### config.mk
export PLATFORM = sky130hd
export DESIGN_NAME = rover_command_and_obstacle_sequencer
export DESIGN_NICKNAME = d
export VERILOG_FILES = /design/src/rtl/rcos_pkg.sv /design/src/rtl/rover_command_and_obstacle_sequencer.sv /design/src/rtl/rcos_core.sv
export SDC_FILE = /design/constraint.sdc
export NUM_CORES = 1
export LEC_CHECK = 0
export ABC_AREA = 1
export BUFFER_PORTS_ARGS = -buffer_cell sky130_fd_sc_hd__buf_2
export CELL_PAD_IN_SITES_DETAIL_PLACEMENT = 0
export CELL_PAD_IN_SITES_GLOBAL_PLACEMENT = 2
export CORE_MARGIN = 8
export CORE_UTILIZATION = 25
export CTS_CLUSTER_SIZE = 24
export DETAILED_ROUTE_END_ITERATION = 10
export GPL_ROUTABILITY_DRIVEN = 0
export PLACE_DENSITY_LB_ADDON = 0.15
export SYNTH_ARGS = -nofsm -noshare
export SYNTH_HDL_FRONTEND = slang
export SYNTH_SLANG_ARGS = --single-unit
### constraint.sdc
create_clock -name clk -period 3.8 [get_ports clk]
set_input_delay 0.76 -clock clk [delete_from_list [all_inputs] [get_ports clk]]
set_output_delay 0.76 -clock clk [all_outputs]
set_load 0.005 [all_outputs]
### src/rtl/rcos_pkg.sv
package rcos_pkg;

  localparam logic [1:0] ACT_LETTER = 2'd0;
  localparam logic [1:0] ACT_DISTANCE = 2'd1;
  localparam logic [1:0] ACT_TICK = 2'd2;

  localparam logic [2:0] MOT_STOP = 3'd0;
  localparam logic [2:0] MOT_FWD = 3'd1;
  localparam logic [2:0] MOT_BACK = 3'd2;
  localparam logic [2:0] MOT_LEFT = 3'd3;
  localparam logic [2:0] MOT_RIGHT = 3'd4;

  localparam logic [1:0] SRV_RIGHT = 2'd0;
  localparam logic [1:0] SRV_CENTRE = 2'd1;
  localparam logic [1:0] SRV_LEFT = 2'd2;

  localparam logic [3:0] PH_MANUAL = 4'd0;
  localparam logic [3:0] PH_FORWARD = 4'd1;
  localparam logic [3:0] PH_SETTLE_R1 = 4'd2;
  localparam logic [3:0] PH_MEASURE_R = 4'd3;
  localparam logic [3:0] PH_SETTLE_R2 = 4'd4;
  localparam logic [3:0] PH_SETTLE_L1 = 4'd5;
  localparam logic [3:0] PH_MEASURE_L = 4'd6;
  localparam logic [3:0] PH_SETTLE_GO_L = 4'd7;
  localparam logic [3:0] PH_SETTLE_GO_R = 4'd8;
  localparam logic [3:0] PH_TURN = 4'd9;

  localparam logic [7:0] LETTER_M = 8'h4D;
  localparam logic [7:0] LETTER_A = 8'h41;
  localparam logic [7:0] LETTER_S = 8'h53;
  localparam logic [7:0] LETTER_U = 8'h55;
  localparam logic [7:0] LETTER_D = 8'h44;
  localparam logic [7:0] LETTER_L = 8'h4C;
  localparam logic [7:0] LETTER_R = 8'h52;

  localparam logic [2:0] REG_OBSTACLE_LIMIT = 3'd0;
  localparam logic [2:0] REG_SETTLE_TICKS = 3'd1;
  localparam logic [2:0] REG_TURN_TICKS = 3'd2;
  localparam logic [2:0] REG_CRUISE_SPEED = 3'd3;
  localparam logic [2:0] REG_TURN_SPEED = 3'd4;

  localparam logic [6:0] SPEED_MAX = 7'd100;

  typedef struct packed {
    logic [1:0] action;
    logic [7:0] letter;
    logic [8:0] distance;
  } cmd_t;

  typedef struct packed {
    logic [2:0] motor_command;
    logic [6:0] motor_speed;
    logic [1:0] servo_position;
    logic       measure_request;
    logic       auto_active;
  } status_t;

  typedef struct packed {
    logic [8:0]  obstacle_limit;
    logic [15:0] settle_ticks;
    logic [15:0] turn_ticks;
    logic [6:0]  cruise_speed;
    logic [6:0]  turn_speed;
  } cfg_t;

endpackage

### src/rtl/rover_command_and_obstacle_sequencer.sv
// Each status item is registered into the output register, or the skid entry if blocked.
// Throughput: one item per cycle unless stalled; the state update is one combinational pass.
// A two-entry output buffer lets an item be accepted while one status item waits.
// Reset (synchronous, active high) clears the mode and sequence state, empties the
// output buffer and loads the register defaults 10, 750, 700, 100 and 50.
module rover_command_and_obstacle_sequencer #(
  parameter int TICK_COUNTER_BITS = 16
) (
  input  logic              clk,
  input  logic              rst,
  input  logic              cmd_valid,
  output logic              cmd_stall,
  input  rcos_pkg::cmd_t    cmd_item,
  output logic              status_valid,
  input  logic              status_stall,
  output rcos_pkg::status_t status_item,
  input  logic              cfg_we,
  input  logic [2:0]        cfg_index,
  input  logic [15:0]       cfg_data
);

  rcos_pkg::cfg_t    cfg;
  rcos_pkg::status_t next_status;
  rcos_pkg::status_t skid_item;
  logic              skid_valid;
  logic              accept;
  logic              take;

  assign cmd_stall = skid_valid;
  assign accept = cmd_valid && !cmd_stall;
  assign take = status_valid && !status_stall;

  always_ff @(posedge clk) begin
    if (rst) begin
      cfg.obstacle_limit <= 9'd10;
      cfg.settle_ticks <= 16'd750;
      cfg.turn_ticks <= 16'd700;
      cfg.cruise_speed <= 7'd100;
      cfg.turn_speed <= 7'd50;
    end else if (cfg_we) begin
      unique case (cfg_index)
        rcos_pkg::REG_OBSTACLE_LIMIT: cfg.obstacle_limit <= cfg_data[8:0];
        rcos_pkg::REG_SETTLE_TICKS: cfg.settle_ticks <= cfg_data;
        rcos_pkg::REG_TURN_TICKS: cfg.turn_ticks <= cfg_data;
        rcos_pkg::REG_CRUISE_SPEED: begin
          cfg.cruise_speed <= (cfg_data[6:0] > rcos_pkg::SPEED_MAX) ? rcos_pkg::SPEED_MAX
                                                                    : cfg_data[6:0];
        end
        rcos_pkg::REG_TURN_SPEED: begin
          cfg.turn_speed <= (cfg_data[6:0] > rcos_pkg::SPEED_MAX) ? rcos_pkg::SPEED_MAX
                                                                  : cfg_data[6:0];
        end
        default: cfg <= cfg;
      endcase
    end
  end

  rcos_core #(
    .TICK_COUNTER_BITS(TICK_COUNTER_BITS)
  ) u_core (
    .clk    (clk),
    .rst    (rst),
    .en     (accept),
    .cfg    (cfg),
    .item   (cmd_item),
    .status (next_status)
  );

  always_ff @(posedge clk) begin
    if (rst) begin
      status_valid <= 1'b0;
      skid_valid <= 1'b0;
    end else begin
      if (skid_valid) begin
        if (take) begin
          status_valid <= 1'b1;
          skid_valid <= 1'b0;
        end
      end else if (accept) begin
        if (!status_valid || take) begin
          status_valid <= 1'b1;
        end else begin
          skid_valid <= 1'b1;
        end
      end else if (take) begin
        status_valid <= 1'b0;
      end
    end
  end

  always_ff @(posedge clk) begin
    if (skid_valid) begin
      if (take) begin
        status_item <= skid_item;
      end
    end else if (accept) begin
      if (!status_valid || take) begin
        status_item <= next_status;
      end else begin
        skid_item <= next_status;
      end
    end
  end

  a_skid_behind_output: assert property (@(posedge clk) disable iff (rst)
    skid_valid |-> status_valid)
    else $error("skid entry held while output register empty");

  a_stall_only_when_full: assert property (@(posedge clk) disable iff (rst)
    cmd_stall |-> (status_valid && $past(status_stall)))
    else $error("command channel stalled without a blocked status item");

  a_reset_empties: assert property (@(posedge clk)
    rst |=> (!status_valid && !skid_valid))
    else $error("output buffer not empty after reset");

  a_measure_motor: assert property (@(posedge clk) disable iff (rst)
    (status_valid && status_item.measure_request) |->
      (status_item.motor_command == rcos_pkg::MOT_FWD ||
       status_item.motor_command == rcos_pkg::MOT_STOP))
    else $error("motor turning or reversing while a reading is awaited");

endmodule

### src/rtl/rcos_core.sv
module rcos_core #(
  parameter int TICK_COUNTER_BITS = 16
) (
  input  logic             clk,
  input  logic             rst,
  input  logic             en,
  input  rcos_pkg::cfg_t   cfg,
  input  rcos_pkg::cmd_t   item,
  output rcos_pkg::status_t status
);

  logic                         auto_selected, auto_selected_next;
  logic [2:0]                   manual_direction, manual_direction_next;
  logic [3:0]                   phase, phase_next;
  logic [TICK_COUNTER_BITS-1:0] wait_counter, wait_counter_next;
  logic [8:0]                   right_reading, right_reading_next;
  logic [2:0]                   motor, motor_next;
  logic [6:0]                   speed, speed_next;
  logic [1:0]                   servo, servo_next;
  logic [2:0]                   dir;
  logic                         in_wait;

  logic [TICK_COUNTER_BITS-1:0] settle_load, turn_load;

  assign settle_load = TICK_COUNTER_BITS'(cfg.settle_ticks);
  assign turn_load = TICK_COUNTER_BITS'(cfg.turn_ticks);

  assign in_wait = (phase == rcos_pkg::PH_SETTLE_R1) || (phase == rcos_pkg::PH_SETTLE_R2) ||
                   (phase == rcos_pkg::PH_SETTLE_L1) || (phase == rcos_pkg::PH_SETTLE_GO_L) ||
                   (phase == rcos_pkg::PH_SETTLE_GO_R) || (phase == rcos_pkg::PH_TURN);

  always_comb begin
    auto_selected_next = auto_selected;
    manual_direction_next = manual_direction;
    phase_next = phase;
    wait_counter_next = wait_counter;
    right_reading_next = right_reading;
    motor_next = motor;
    speed_next = speed;
    servo_next = servo;
    dir = manual_direction;
    unique case (item.action)
      rcos_pkg::ACT_LETTER: begin
        if (phase == rcos_pkg::PH_MANUAL) begin
          case (item.letter) inside
            rcos_pkg::LETTER_M, rcos_pkg::LETTER_A, rcos_pkg::LETTER_S: begin
              dir = rcos_pkg::MOT_STOP;
            end
            rcos_pkg::LETTER_U: dir = rcos_pkg::MOT_FWD;
            rcos_pkg::LETTER_D: dir = rcos_pkg::MOT_BACK;
            rcos_pkg::LETTER_L: dir = rcos_pkg::MOT_LEFT;
            rcos_pkg::LETTER_R: dir = rcos_pkg::MOT_RIGHT;
            default: dir = manual_direction;
          endcase
          manual_direction_next = dir;
          if (item.letter == rcos_pkg::LETTER_A) begin
            auto_selected_next = 1'b1;
            speed_next = cfg.cruise_speed;
            motor_next = rcos_pkg::MOT_FWD;
            phase_next = rcos_pkg::PH_FORWARD;
          end else begin
            case (dir) inside
              rcos_pkg::MOT_FWD, rcos_pkg::MOT_BACK: begin
                speed_next = cfg.cruise_speed;
                motor_next = dir;
              end
              rcos_pkg::MOT_LEFT, rcos_pkg::MOT_RIGHT: begin
                speed_next = cfg.turn_speed;
                motor_next = dir;
              end
              default: motor_next = rcos_pkg::MOT_STOP;
            endcase
          end
        end else if (phase == rcos_pkg::PH_FORWARD) begin
          if (item.letter == rcos_pkg::LETTER_M) begin
            auto_selected_next = 1'b0;
            motor_next = rcos_pkg::MOT_STOP;
            phase_next = rcos_pkg::PH_MANUAL;
          end
        end else begin
          if (item.letter == rcos_pkg::LETTER_M) begin
            auto_selected_next = 1'b0;
          end else if (item.letter == rcos_pkg::LETTER_A) begin
            auto_selected_next = 1'b1;
          end
        end
      end
      rcos_pkg::ACT_DISTANCE: begin
        if (phase == rcos_pkg::PH_FORWARD) begin
          if (item.distance < cfg.obstacle_limit) begin
            motor_next = rcos_pkg::MOT_STOP;
            servo_next = rcos_pkg::SRV_RIGHT;
            phase_next = rcos_pkg::PH_SETTLE_R1;
            wait_counter_next = settle_load;
          end
        end else if (phase == rcos_pkg::PH_MEASURE_R) begin
          right_reading_next = item.distance;
          phase_next = rcos_pkg::PH_SETTLE_R2;
          wait_counter_next = settle_load;
        end else if (phase == rcos_pkg::PH_MEASURE_L) begin
          phase_next = (item.distance >= right_reading) ? rcos_pkg::PH_SETTLE_GO_L
                                                        : rcos_pkg::PH_SETTLE_GO_R;
          wait_counter_next = settle_load;
        end
      end
      rcos_pkg::ACT_TICK: begin
        if (in_wait) begin
          if (wait_counter <= TICK_COUNTER_BITS'(1)) begin
            wait_counter_next = '0;
            case (phase) inside
              rcos_pkg::PH_SETTLE_R1: phase_next = rcos_pkg::PH_MEASURE_R;
              rcos_pkg::PH_SETTLE_R2: begin
                servo_next = rcos_pkg::SRV_LEFT;
                phase_next = rcos_pkg::PH_SETTLE_L1;
                wait_counter_next = settle_load;
              end
              rcos_pkg::PH_SETTLE_L1: phase_next = rcos_pkg::PH_MEASURE_L;
              rcos_pkg::PH_SETTLE_GO_L, rcos_pkg::PH_SETTLE_GO_R: begin
                servo_next = rcos_pkg::SRV_CENTRE;
                motor_next = (phase == rcos_pkg::PH_SETTLE_GO_L) ? rcos_pkg::MOT_LEFT
                                                                : rcos_pkg::MOT_RIGHT;
                phase_next = rcos_pkg::PH_TURN;
                wait_counter_next = turn_load;
              end
              rcos_pkg::PH_TURN: begin
                if (auto_selected) begin
                  motor_next = rcos_pkg::MOT_FWD;
                  phase_next = rcos_pkg::PH_FORWARD;
                end else begin
                  motor_next = rcos_pkg::MOT_STOP;
                  phase_next = rcos_pkg::PH_MANUAL;
                end
              end
              default: phase_next = phase;
            endcase
          end else begin
            wait_counter_next = wait_counter - TICK_COUNTER_BITS'(1);
          end
        end
      end
      default: phase_next = phase;
    endcase
  end

  always_ff @(posedge clk) begin
    if (rst) begin
      auto_selected <= 1'b0;
      manual_direction <= rcos_pkg::MOT_STOP;
      phase <= rcos_pkg::PH_MANUAL;
      wait_counter <= '0;
      right_reading <= '0;
      motor <= rcos_pkg::MOT_STOP;
      speed <= '0;
      servo <= rcos_pkg::SRV_CENTRE;
    end else if (en) begin
      auto_selected <= auto_selected_next;
      manual_direction <= manual_direction_next;
      phase <= phase_next;
      wait_counter <= wait_counter_next;
      right_reading <= right_reading_next;
      motor <= motor_next;
      speed <= speed_next;
      servo <= servo_next;
    end
  end

  always_comb begin
    status.motor_command = motor_next;
    status.motor_speed = speed_next;
    status.servo_position = servo_next;
    status.measure_request = (phase_next == rcos_pkg::PH_FORWARD) ||
                             (phase_next == rcos_pkg::PH_MEASURE_R) ||
                             (phase_next == rcos_pkg::PH_MEASURE_L);
    status.auto_active = auto_selected_next;
  end

endmodule
After elaboration in Yosys (flattened, before gate mapping)

Index checks and enable logic that the tools add are counted.

Register bits after elaboration: 130
Bits in latches: 0
Memory bits (writable): 0
ROM bits: 0
Input port bits: 43
Output and inout port bits: 16
Word-level logic and storage cells: 190
Memories kept: 0

Add/subtract/negate cells: 1
Multipliers: 0
Div/mod/pow operators: 0
Magnitude comparators: 4
Equal/unequal tests: 34
Shift-type cells: 0
Multiplexer cells: 88
Bitwise logic cells: 3
Reduce and logical (&&, ||, !) cells: 35

Operators by type and width:

| kind                    | number |
|---|---|
| $mux W16                | 10 |
| $mux W3                 | 23 |
| $mux W4                 | 16 |
| $eq A8 B7 Y1 const B    | 7 |
| $mux W14                | 4 |
| $mux W7                 | 6 |
| $pmux W16 S2            | 1 |
| $eq A4 B3 Y1 const B    | 5 |
| $mux W1                 | 17 |
| $le A16 B1 Y1 const B   | 1 |
| $mux W2                 | 8 |
| $sub A16 B1 Y16 const B | 1 |
| $eq A3 B2 Y1 const B    | 4 |
| $eq A4 B2 Y1 const B    | 3 |
| $pmux W4 S3             | 1 |
| $reduce_and A3 Y1       | 4 |
| $reduce_and A2 Y1       | 5 |
| $ge A9 B9 Y1            | 1 |
| $lt A9 B9 Y1            | 1 |
| $pmux W3 S3             | 1 |
| $eq A4 B1 Y1 const B    | 2 |
| $eq A4 B4 Y1 const B    | 2 |
| $logic_or A1 B1 Y1      | 8 |
| $reduce_bool A2 Y1      | 4 |
| 20 further kinds        | 30 |

Logic depth before layout (Yosys ltp)

Gate-level depths: netlist (run 1).

Depth in word-level cells: 18
Depth in mapped cells: 17
Gate-level depth less buffers: 17

Cells and area by module

A second synthesis (run 1) with hierarchy kept.

Cell total of the unflattened synthesis: 1060
Area, all modules: 7383.3 um2

Modules (own cells, without submodules):

| module                               | instances | cells an instance | area each (um2) | sequential area each (um2) |
|---|---|---|---|---|
| rcos_core                            | 1         | 715               | 4246.6          | 900.9 |
| rover_command_and_obstacle_sequencer | 1         | 345               | 3136.8          | 1981.9 |

Least setup slack after synthesis (run 1)

No wires, ideal clock.

Kind: input port to flip-flop
Start point: input cmd_item[11] (netlist bit)
End point: register status_item[10] (netlist bit), data pin
Library setup time: 0.254 ns
Data arrival time: 2.049 ns
Data required time: 3.546 ns
Setup slack: 1.497 ns
Stages on the path: 14
Buffers on the path: 0
Path through: inv_1 nand2_1 nor3_1 nand2_1 nand2_1 nand2_1 nand2_1 nand3_1 nand2_2 nand2_1 nand3_2 nand2_1 nand3_1 nand2_1

Word-level cells in the longest chain between the ends: 18
Elaborated cells on any way between the ends: 29
Those cells by class: 11 x eq/ne; 15 x mux; 3 x reduce/logical

RTL lines:

| what                                                          | RTL line                                   | RTL |
|---|---|---|
| from (decl)                                                   | rover_command_and_obstacle_sequencer.sv:13 | `input rcos_pkg::cmd_t cmd_item,` |
| $eq A8 B7 Y1 (no source line)                                 | n/a                                        |  |
| $mux W3 (5 in series)                                         | rcos_core.sv:45                            | `case (item.letter) inside` |
| $mux W3                                                       | rcos_core.sv:44                            | `if (phase == rcos_pkg::PH_MANUAL) begin` |
| $mux W3                                                       | rcos_core.sv:42                            | `unique case (item.action)` |
| $eq A3 B3 Y1 (no source line) or $eq A3 B2 Y1 (tied branches) | n/a                                        |  |
| $reduce_or A2 Y1                                              | rcos_core.sv:62                            | `case (dir) inside` |
| $mux W7 (2 in series)                                         | rcos_core.sv:62                            |  |
| $mux W7 (*)                                                   | rcos_core.sv:56                            | `if (item.letter == rcos_pkg::LETTER_A) begin` |
| $mux W7 (*)                                                   | rcos_core.sv:44                            |  |
| $mux W7 (*)                                                   | rcos_core.sv:42                            |  |
| $mux W14 (*)                                                  | rover_command_and_obstacle_sequencer.sv:97 | `if (!status_valid \|\| take) begin` |
| $mux W14 (*)                                                  | rover_command_and_obstacle_sequencer.sv:96 | `end else if (accept) begin` |
| $mux W14 (*)                                                  | rover_command_and_obstacle_sequencer.sv:92 | `if (skid_valid) begin` |
| to (signal assigned)                                          | rover_command_and_obstacle_sequencer.sv:94 | `status_item <= skid_item;` |
| to (signal assigned)                                          | rover_command_and_obstacle_sequencer.sv:98 | `status_item <= next_status;` |
| to (decl)                                                     | rover_command_and_obstacle_sequencer.sv:16 | `output rcos_pkg::status_t status_item,` |

Mark *: on every way between the ends. The rest lies on a longest branch, timed or not. The select of a mux whose other input is x is not followed.
A chain may end at the register's enable or synchronous reset.

Worst setup path in the final report (run 1)

Start point: register u_core.phase[1]
End point: register u_core.wait_counter[4]

Word-level cells in the longest chain between the ends: 9
Elaborated cells on any way between the ends: 28
Those cells by class: 12 x eq/ne; 9 x mux; 7 x reduce/logical

RTL lines:

| what                                         | RTL line                         | RTL |
|---|---|---|
| from (decl)                                  | rcos_core.sv:14                  | `logic [3:0] phase, phase_next;` |
| from (signal assigned)                       | rcos_core.sv:149                 | `phase <= rcos_pkg::PH_MANUAL;` |
| from (signal assigned)                       | rcos_core.sv:158                 | `phase <= phase_next;` |
| $eq A4 B4 Y1 or $eq A4 B3 Y1 (tied branches) | rcos_core.sv:30, rcos_core.sv:29 |  |
| $reduce_or A2 Y1                             | rcos_core.sv:110                 | `case (phase) inside` |
| $mux W16 (4 in series)                       | rcos_core.sv:110                 |  |
| $mux W16                                     | rcos_core.sv:108                 | `if (wait_counter <= TICK_COUNTER_BITS'(1)) begin` |
| $mux W16                                     | rcos_core.sv:107                 | `if (in_wait) begin` |
| $pmux W16 S2                                 | rcos_core.sv:42                  |  |
| to (signal assigned)                         | rcos_core.sv:159                 | `wait_counter <= wait_counter_next;` |
| to (decl)                                    | rcos_core.sv:15                  | `logic [TICK_COUNTER_BITS-1:0] wait_counter, wait_counter_next;` |

Several ways; a longest one is shown, not always the timed one. The select of a mux whose other input is x is not followed.

==> results.yml, run 1 <==
run_status:
  status: "complete, no violations"
logic_synthesis:
  synth_seq_cells: 130
  syn_area_um2: 7400
  synthFlopType: "dfxtp_1"
  synth_top_area_frac: 0.276
  netlist_instances: 1044
  ys_seq_area_frac: 0.390
  yosysUniqueCellTypes: 43
  async_flop_share: 0
  synthTopCellsByCount: "nand2_1 (231), inv_1 (126), dfxtp_1 (102), nor2_1 (97), o21ai_0 (95)"
  syn_avg_cell_area_um2: 7.08
  synth_top_area_cell: "dfxtp_1"
  synth_edf_count: 28
  ys_warn_count: 0
  synth_area_leaders: "dfxtp_1 (28%), nand2_1 (12%), edfxtp_1 (11%), o21ai_0 (6.4%), inv_1 (6.4%)"
  yosysMostFrequentCell: "nand2_1"
  synth_nets: 1110
final_layout:
  syn_to_final_growth_pct: 18.4
  n_antenna_cell: 0
  nets: 1168
  layout-drive-gt1-share: 0.150
  final_area_um2: 8760
route:
  wl_mm: 24.9
  drtIter0Drc: 389
  vias_per_cell: 4.49
  first_pass_iters: 5
  vias: 6759
  drc: 0
  drtAntennaViolNets: 0
  wl_per_cell_um: 16.6
sta:
  setup_tns_ns: 0
  final-hold-violation-count: 0
  post-route-period-util: 0.689
  grt_setup_unrepaired: "no"
  period_needed_ns: 2.62
  skew_ns: 0.0133
  slew_violations: 0
  fmax_ghz: 0.382
  worst_slew_pin_slew_ns: 0.835
  max_slew_margin: 0.442
  finalSetupViolCount: 0
clock_network:
  postCtsHoldBufs: 0
  cts_setup_buffers: 0
  numCtsBuffers: 17
  cts_root_buf: "clkbuf_16"
  cts_tree: "done"
  cts_sinks: 130
  cts.path.max_buffers: 2
  path_clk_slew_ns: 0.06
  htree_levels: 4
  cts.repair.resized: 0
  worstSkewPairLatency_ns: 0.42
global_routing:
  grt_overflow: 0
  grt_pass1_vias: 6893
  grt_max_degree: 30
  antenna_found_initial: 1
  grtUsageTotal: 0.145
  grt_first_pass_wirelength_mm: 40.2
floorplan:
  die_h_um: 188
  rows: 63
  fp.dieW_um: 188
  ios: 59
  core_um2: 29400
  start_util: 0.252
  dieArea_um2: 35300
worst_setup_path:
  start_kind: "register"
  crit_path_max_fanout: 16
  cp.required_ns: 4.09
  reg2reg_from: "u_core.phase[1]$_SDFFE_PP0P_"
  r2r_cells: 12
  worstSetupEndpoint: "u_core.wait_counter[4]$_SDFFE_PP0P_"
  r2r_end: "u_core.wait_counter[4]$_SDFFE_PP0P_"
  critPathKind: "register to register"
  r2r_setup_slack_ns: 1.18
  cp-end-kind: "register"
  worstPathArrival_ns: 2.91
  critPathLaunch: "u_core.phase[1]$_SDFFE_PP0P_"
pwr:
  power_density_nw_per_um2: 460
  p_leak_uw: 0.00390
  ir_drop_v: 0.000240
placed_design:
  port-buffer-count: 58
  dpl.hpwl_mm: 18.2
  place_area_um2: 8150
worst_hold_path:
  hp-class: "register to register"
job:
  drv_cap: 0
## layout make-up
class	instances	area (µm²)
clock buffer	20	458
inverter	142	533
tap	390	488
fill	3290	20600
clock inverter	12	156
sequential	130	2880
timing repair buffer	75	430
multi-input combinational	736	3810
## power breakdown
part           leakage, µW  switching, µW  internal (µW)  total [µW]
logic              0.00250            497            241         738
clock network     0.000299            676           1080        1750
registers          0.00110           49.0           1490        1540
total              0.00390           1220           2810        4030
## critical path: stages (launching register included)
cell and delay, ns:
dfxtp_1 0.71, nand2_2 0.15, nor2_4 0.20, inv_2 0.08, nand2_2 0.31, nor3_4 0.09, nand2_1 0.08, nand2_1 0.06
nor2_2 0.27, buf_4 0.29, o21ai_0 0.10, o21ai_0 0.09, nor2_1 0.05
## layout by cell type, fill, tap and decap left out, drive strengths merged
| cell type | count |
|---|---|
| nand2 | 239 |
| inv | 141 |
| nor2 | 110 |
| dfxtp | 102 |
| o21ai | 100 |
| a21oi | 89 |
| nand3 | 84 |
| buf | 75 |
| edfxtp | 28 |
| ha | 23 |
| clkbuf | 20 |
| nor3 | 14 |
| o211ai | 12 |
| clkinv | 9 |
| nand3b | 8 |
| a31oi | 8 |
| nand4 | 8 |
| a21boi | 8 |
| a211oi | 7 |
| xor2 | 6 |
| o22ai | 6 |
| a22o | 4 |
| and3 | 3 |
| a22oi | 3 |
| bufinv | 3 |
| xnor2 | 2 |
| a21o | 1 |
| or2 | 1 |
| clkinvlp | 1 |
## per-stage QoR
step	hold slack (ns)	power, µW	instances	util	setup WS, ns
3_3_place_gp	0.442	2330	1473	0.277	0.916
6_report	0.452	4030	1505	0.298	1.18
3_5_place_dp	0.446	2320	1473	0.277	0.904
4_1_cts	0.454	4100	1505	0.298	1.16
2_1_floorplan	0.429	2070	1044	-	1.50
5_1_grt	0.481	4260	1505	0.298	0.900
## logic make-up after synthesis
kind of cell	Yosys count	synth area share
buffers and inverters	178	0.0952
and+or+nand+nor	467	0.285
AOI/OAI and AO/OA	238	0.181
adders and majority gates	23	0.0389
xor gates and xnor gates	8	0.00947
DFF	130	0.390
## sequential cells by signal, summed over array words and instances, names as in the netlist
signal and count:
u_core.auto_selected 1, u_core.wait_counter 16, skid_item 14, cfg 55, u_core.right_reading 9, cmd_stall 1, status_item 14, status_valid 1
u_core.manual_direction 3, u_core.motor 3, u_core.speed 7, u_core.phase 4, u_core.servo 2
## worst min path at each step
stage | end | slack (ns) | cells after the start | startpoint
floorplan | cfg[12]$_SDFFE_PP1P_ | 0.43 | 2 | cfg[12]$_SDFFE_PP1P_
global placement | cfg[26]$_SDFFE_PP0P_ | 0.44 | 2 | cfg[26]$_SDFFE_PP0P_
detailed placement | cfg[26]$_SDFFE_PP0P_ | 0.45 | 2 | cfg[26]$_SDFFE_PP0P_
CTS | cfg[26]$_SDFFE_PP0P_ | 0.45 | 2 | cfg[26]$_SDFFE_PP0P_
global route | cfg[26]$_SDFFE_PP0P_ | 0.48 | 2 | cfg[26]$_SDFFE_PP0P_
finish | cfg[27]$_SDFFE_PP0P_ | 0.45 | 2 | cfg[27]$_SDFFE_PP0P_
## metal layers
layer / up-vias / track usage / wire length (µm)
li1: 3564 / - / -
met1: 3082 / 0.196 / 12800
met2: 91 / 0.228 / 11000
met3: 20 / 0.0308 / 733
met4: 2 / 0.0409 / 441
met5: - / 0 / 13
Power figures use the tool's default switching activity.
==> inputs of run 2 (changes only) <==
- clock period: 3.8 -> 2.51 ns (I/O delays scaled with it)
==> results.yml, run 2 (synthesized netlist as in run 1, its figures left out) <==
pwr:
  p_leak_uw: 0.00408
  combPwrFrac: 0.196
  p_int_uw: 4260
  p_sw_uw: 1900
  power_density_nw_per_um2: 681
  ir_drop_v: 0.000471
  seqPwrFrac: 0.377
  switching_share: 0.308
  p_clk_frac: 0.427
sta:
  worst_slew_pin_slew_ns: 0.798
  period_needed_ns: 2.24
  grt_setup_unrepaired: "no"
  fmax_ghz: 0.446
  max_slew_margin: 0.468
  slew_violations: 0
  finalSetupViolCount: 0
  skew_ns: 0.0129
  final-hold-violation-count: 0
  setup_tns_ns: 0
  post-route-period-util: 0.893
route:
  wl_per_cell_um: 16.3
  drtAntennaViolNets: 0
  vias: 6929
  drc: 0
  wl_mm: 25.1
  vias_per_cell: 4.49
  first_pass_iters: 5
  drtIter0Drc: 357
clock_network:
  cts_tree: "done"
  cts_root_buf: "clkbuf_16"
  cts_sinks: 130
  path_clk_slew_ns: 0.07
  cts.path.max_buffers: 2
  htree_levels: 4
  postCtsHoldBufs: 0
  worstSkewPairLatency_ns: 0.42
  numCtsBuffers: 17
worst_setup_path:
  cp-end-kind: "register"
  reg2reg_from: "u_core.phase[2]$_SDFFE_PP0P_"
  critPathLaunch: "u_core.phase[2]$_SDFFE_PP0P_"
  crit_path_max_fanout: 6
  r2r_setup_slack_ns: 0.27
  r2r_cells: 12
  worstPathArrival_ns: 2.47
  start_kind: "register"
  cp.required_ns: 2.74
  r2r_end: "status_item[11]$_DFFE_PP_"
  critPathKind: "register to register"
worst_hold_path:
  hold_depth: 3
  min_from: "cfg_data[9]"
  hp-class: "input pin to register"
  hold_end: "cfg[23]$_SDFFE_PP1P_"
final_layout:
  n_antenna_cell: 0
  nets: 1205
  final_cell_mix: "nand2_1 (230), inv_1 (126), dfxtp_1 (102)"
  layout-drive-gt1-share: 0.181
  syn_to_final_growth_pct: 22.2
  mostFrequentLayoutCell: "nand2_1"
  fillCellCount: 3246
  top_regs: "cfg: 55 flops, u_core.wait_counter: 16 flops"
  final_core_util: 0.307
  largest_register_ffs: 55
  top_register: "cfg"
floorplan:
  ios: 59
  core_um2: 29400
  die_h_um: 188
  rows: 63
  fp.dieW_um: 188
  start_util: 0.252
  dieArea_um2: 35300
global_routing:
  grt_first_pass_wirelength_mm: 39.8
  grt_pass1_vias: 6845
  grt_max_degree: 57
  antenna_found_initial: 0
  grt_overflow: 0
  grtUsageTotal: 0.144
job:
  drv_cap: 0
placed_design:
  dpl.hpwl_mm: 18.5
  port-buffer-count: 58
run_status:
  status: "complete, no violations"
run 2: worst max-delay path by stage:
stage	end
after global routing	status_item[1]$_DFFE_PP_
after detailed placement	status_item[5]$_DFFE_PP_
after global placement	status_item[9]$_DFFE_PP_
after CTS	status_item[1]$_DFFE_PP_
after floorplan	status_item[10]$_DFFE_PP_
final	status_item[11]$_DFFE_PP_
run 2: stage by stage:
step,cell area (µm²),cells,setup WS (ns),hold slack (ns),power [µW]
after detailed placement,8420,1509,0.00967,0.446,3580
after global routing,9040,1542,0.0198,0.298,6500
after CTS,9020,1541,0.126,0.284,6240
after global placement,8420,1509,-0.0223,0.445,3590
final,9040,1542,0.269,0.302,6160
after floorplan,7400,1044,0.465,0.429,3130
run 2: timing repair:
item / 4_1_cts / 5_1_grt
setup buffers: 0 / 1
resized for setup: 0 / 2
endpoints found under the setup margin: 0 / 3
run 2: routing by layer:
metal / global-route usage / routed length, µm / part of all wire
met1: 0.196 / 12900 / 0.52
met2: 0.230 / 11300 / 0.45
met3: 0.0284 / 687 / 0.027
met4: 0.0324 / 204 / 0.0081
met5: 0 / 0 / 0
run 2: worst max-delay path, stage by stage (launching register included):
cell     delay, ns
dfxtp_1       0.49
inv_2         0.13
nor2_2        0.21
nand2_2       0.17
nand3_2       0.15
nor3_4        0.05
nor2_4        0.13
nand2_2       0.08
nor3_2        0.15
nand2_1       0.10
nand2_1       0.06
nand2_1       0.07
a31oi_1       0.26
run 2: area by class of cell:
| class | instances | area (µm²) | area share |
|---|---|---|---|
| multi-input cells | 736 | 3820 | 0.423 |
| flip-flops and latches | 130 | 2880 | 0.319 |
| repair buffers | 112 | 708 | 0.0784 |
| inverters | 142 | 533 | 0.0590 |
| well taps | 390 | 488 | 0.0540 |
| clock buffers | 17 | 425 | 0.0471 |
| clock inverters | 15 | 181 | 0.0201 |
run 2: power by group through the flow:
stage	clock, µW	sequential [µW]	combinational, µW
2_1_floorplan	0	2360	774
3_5_place_dp	0	2370	1210
6_report	2630	2320	1210
4_1_cts	2700	2320	1220
3_3_place_gp	0	2370	1220
5_1_grt	2800	2330	1370
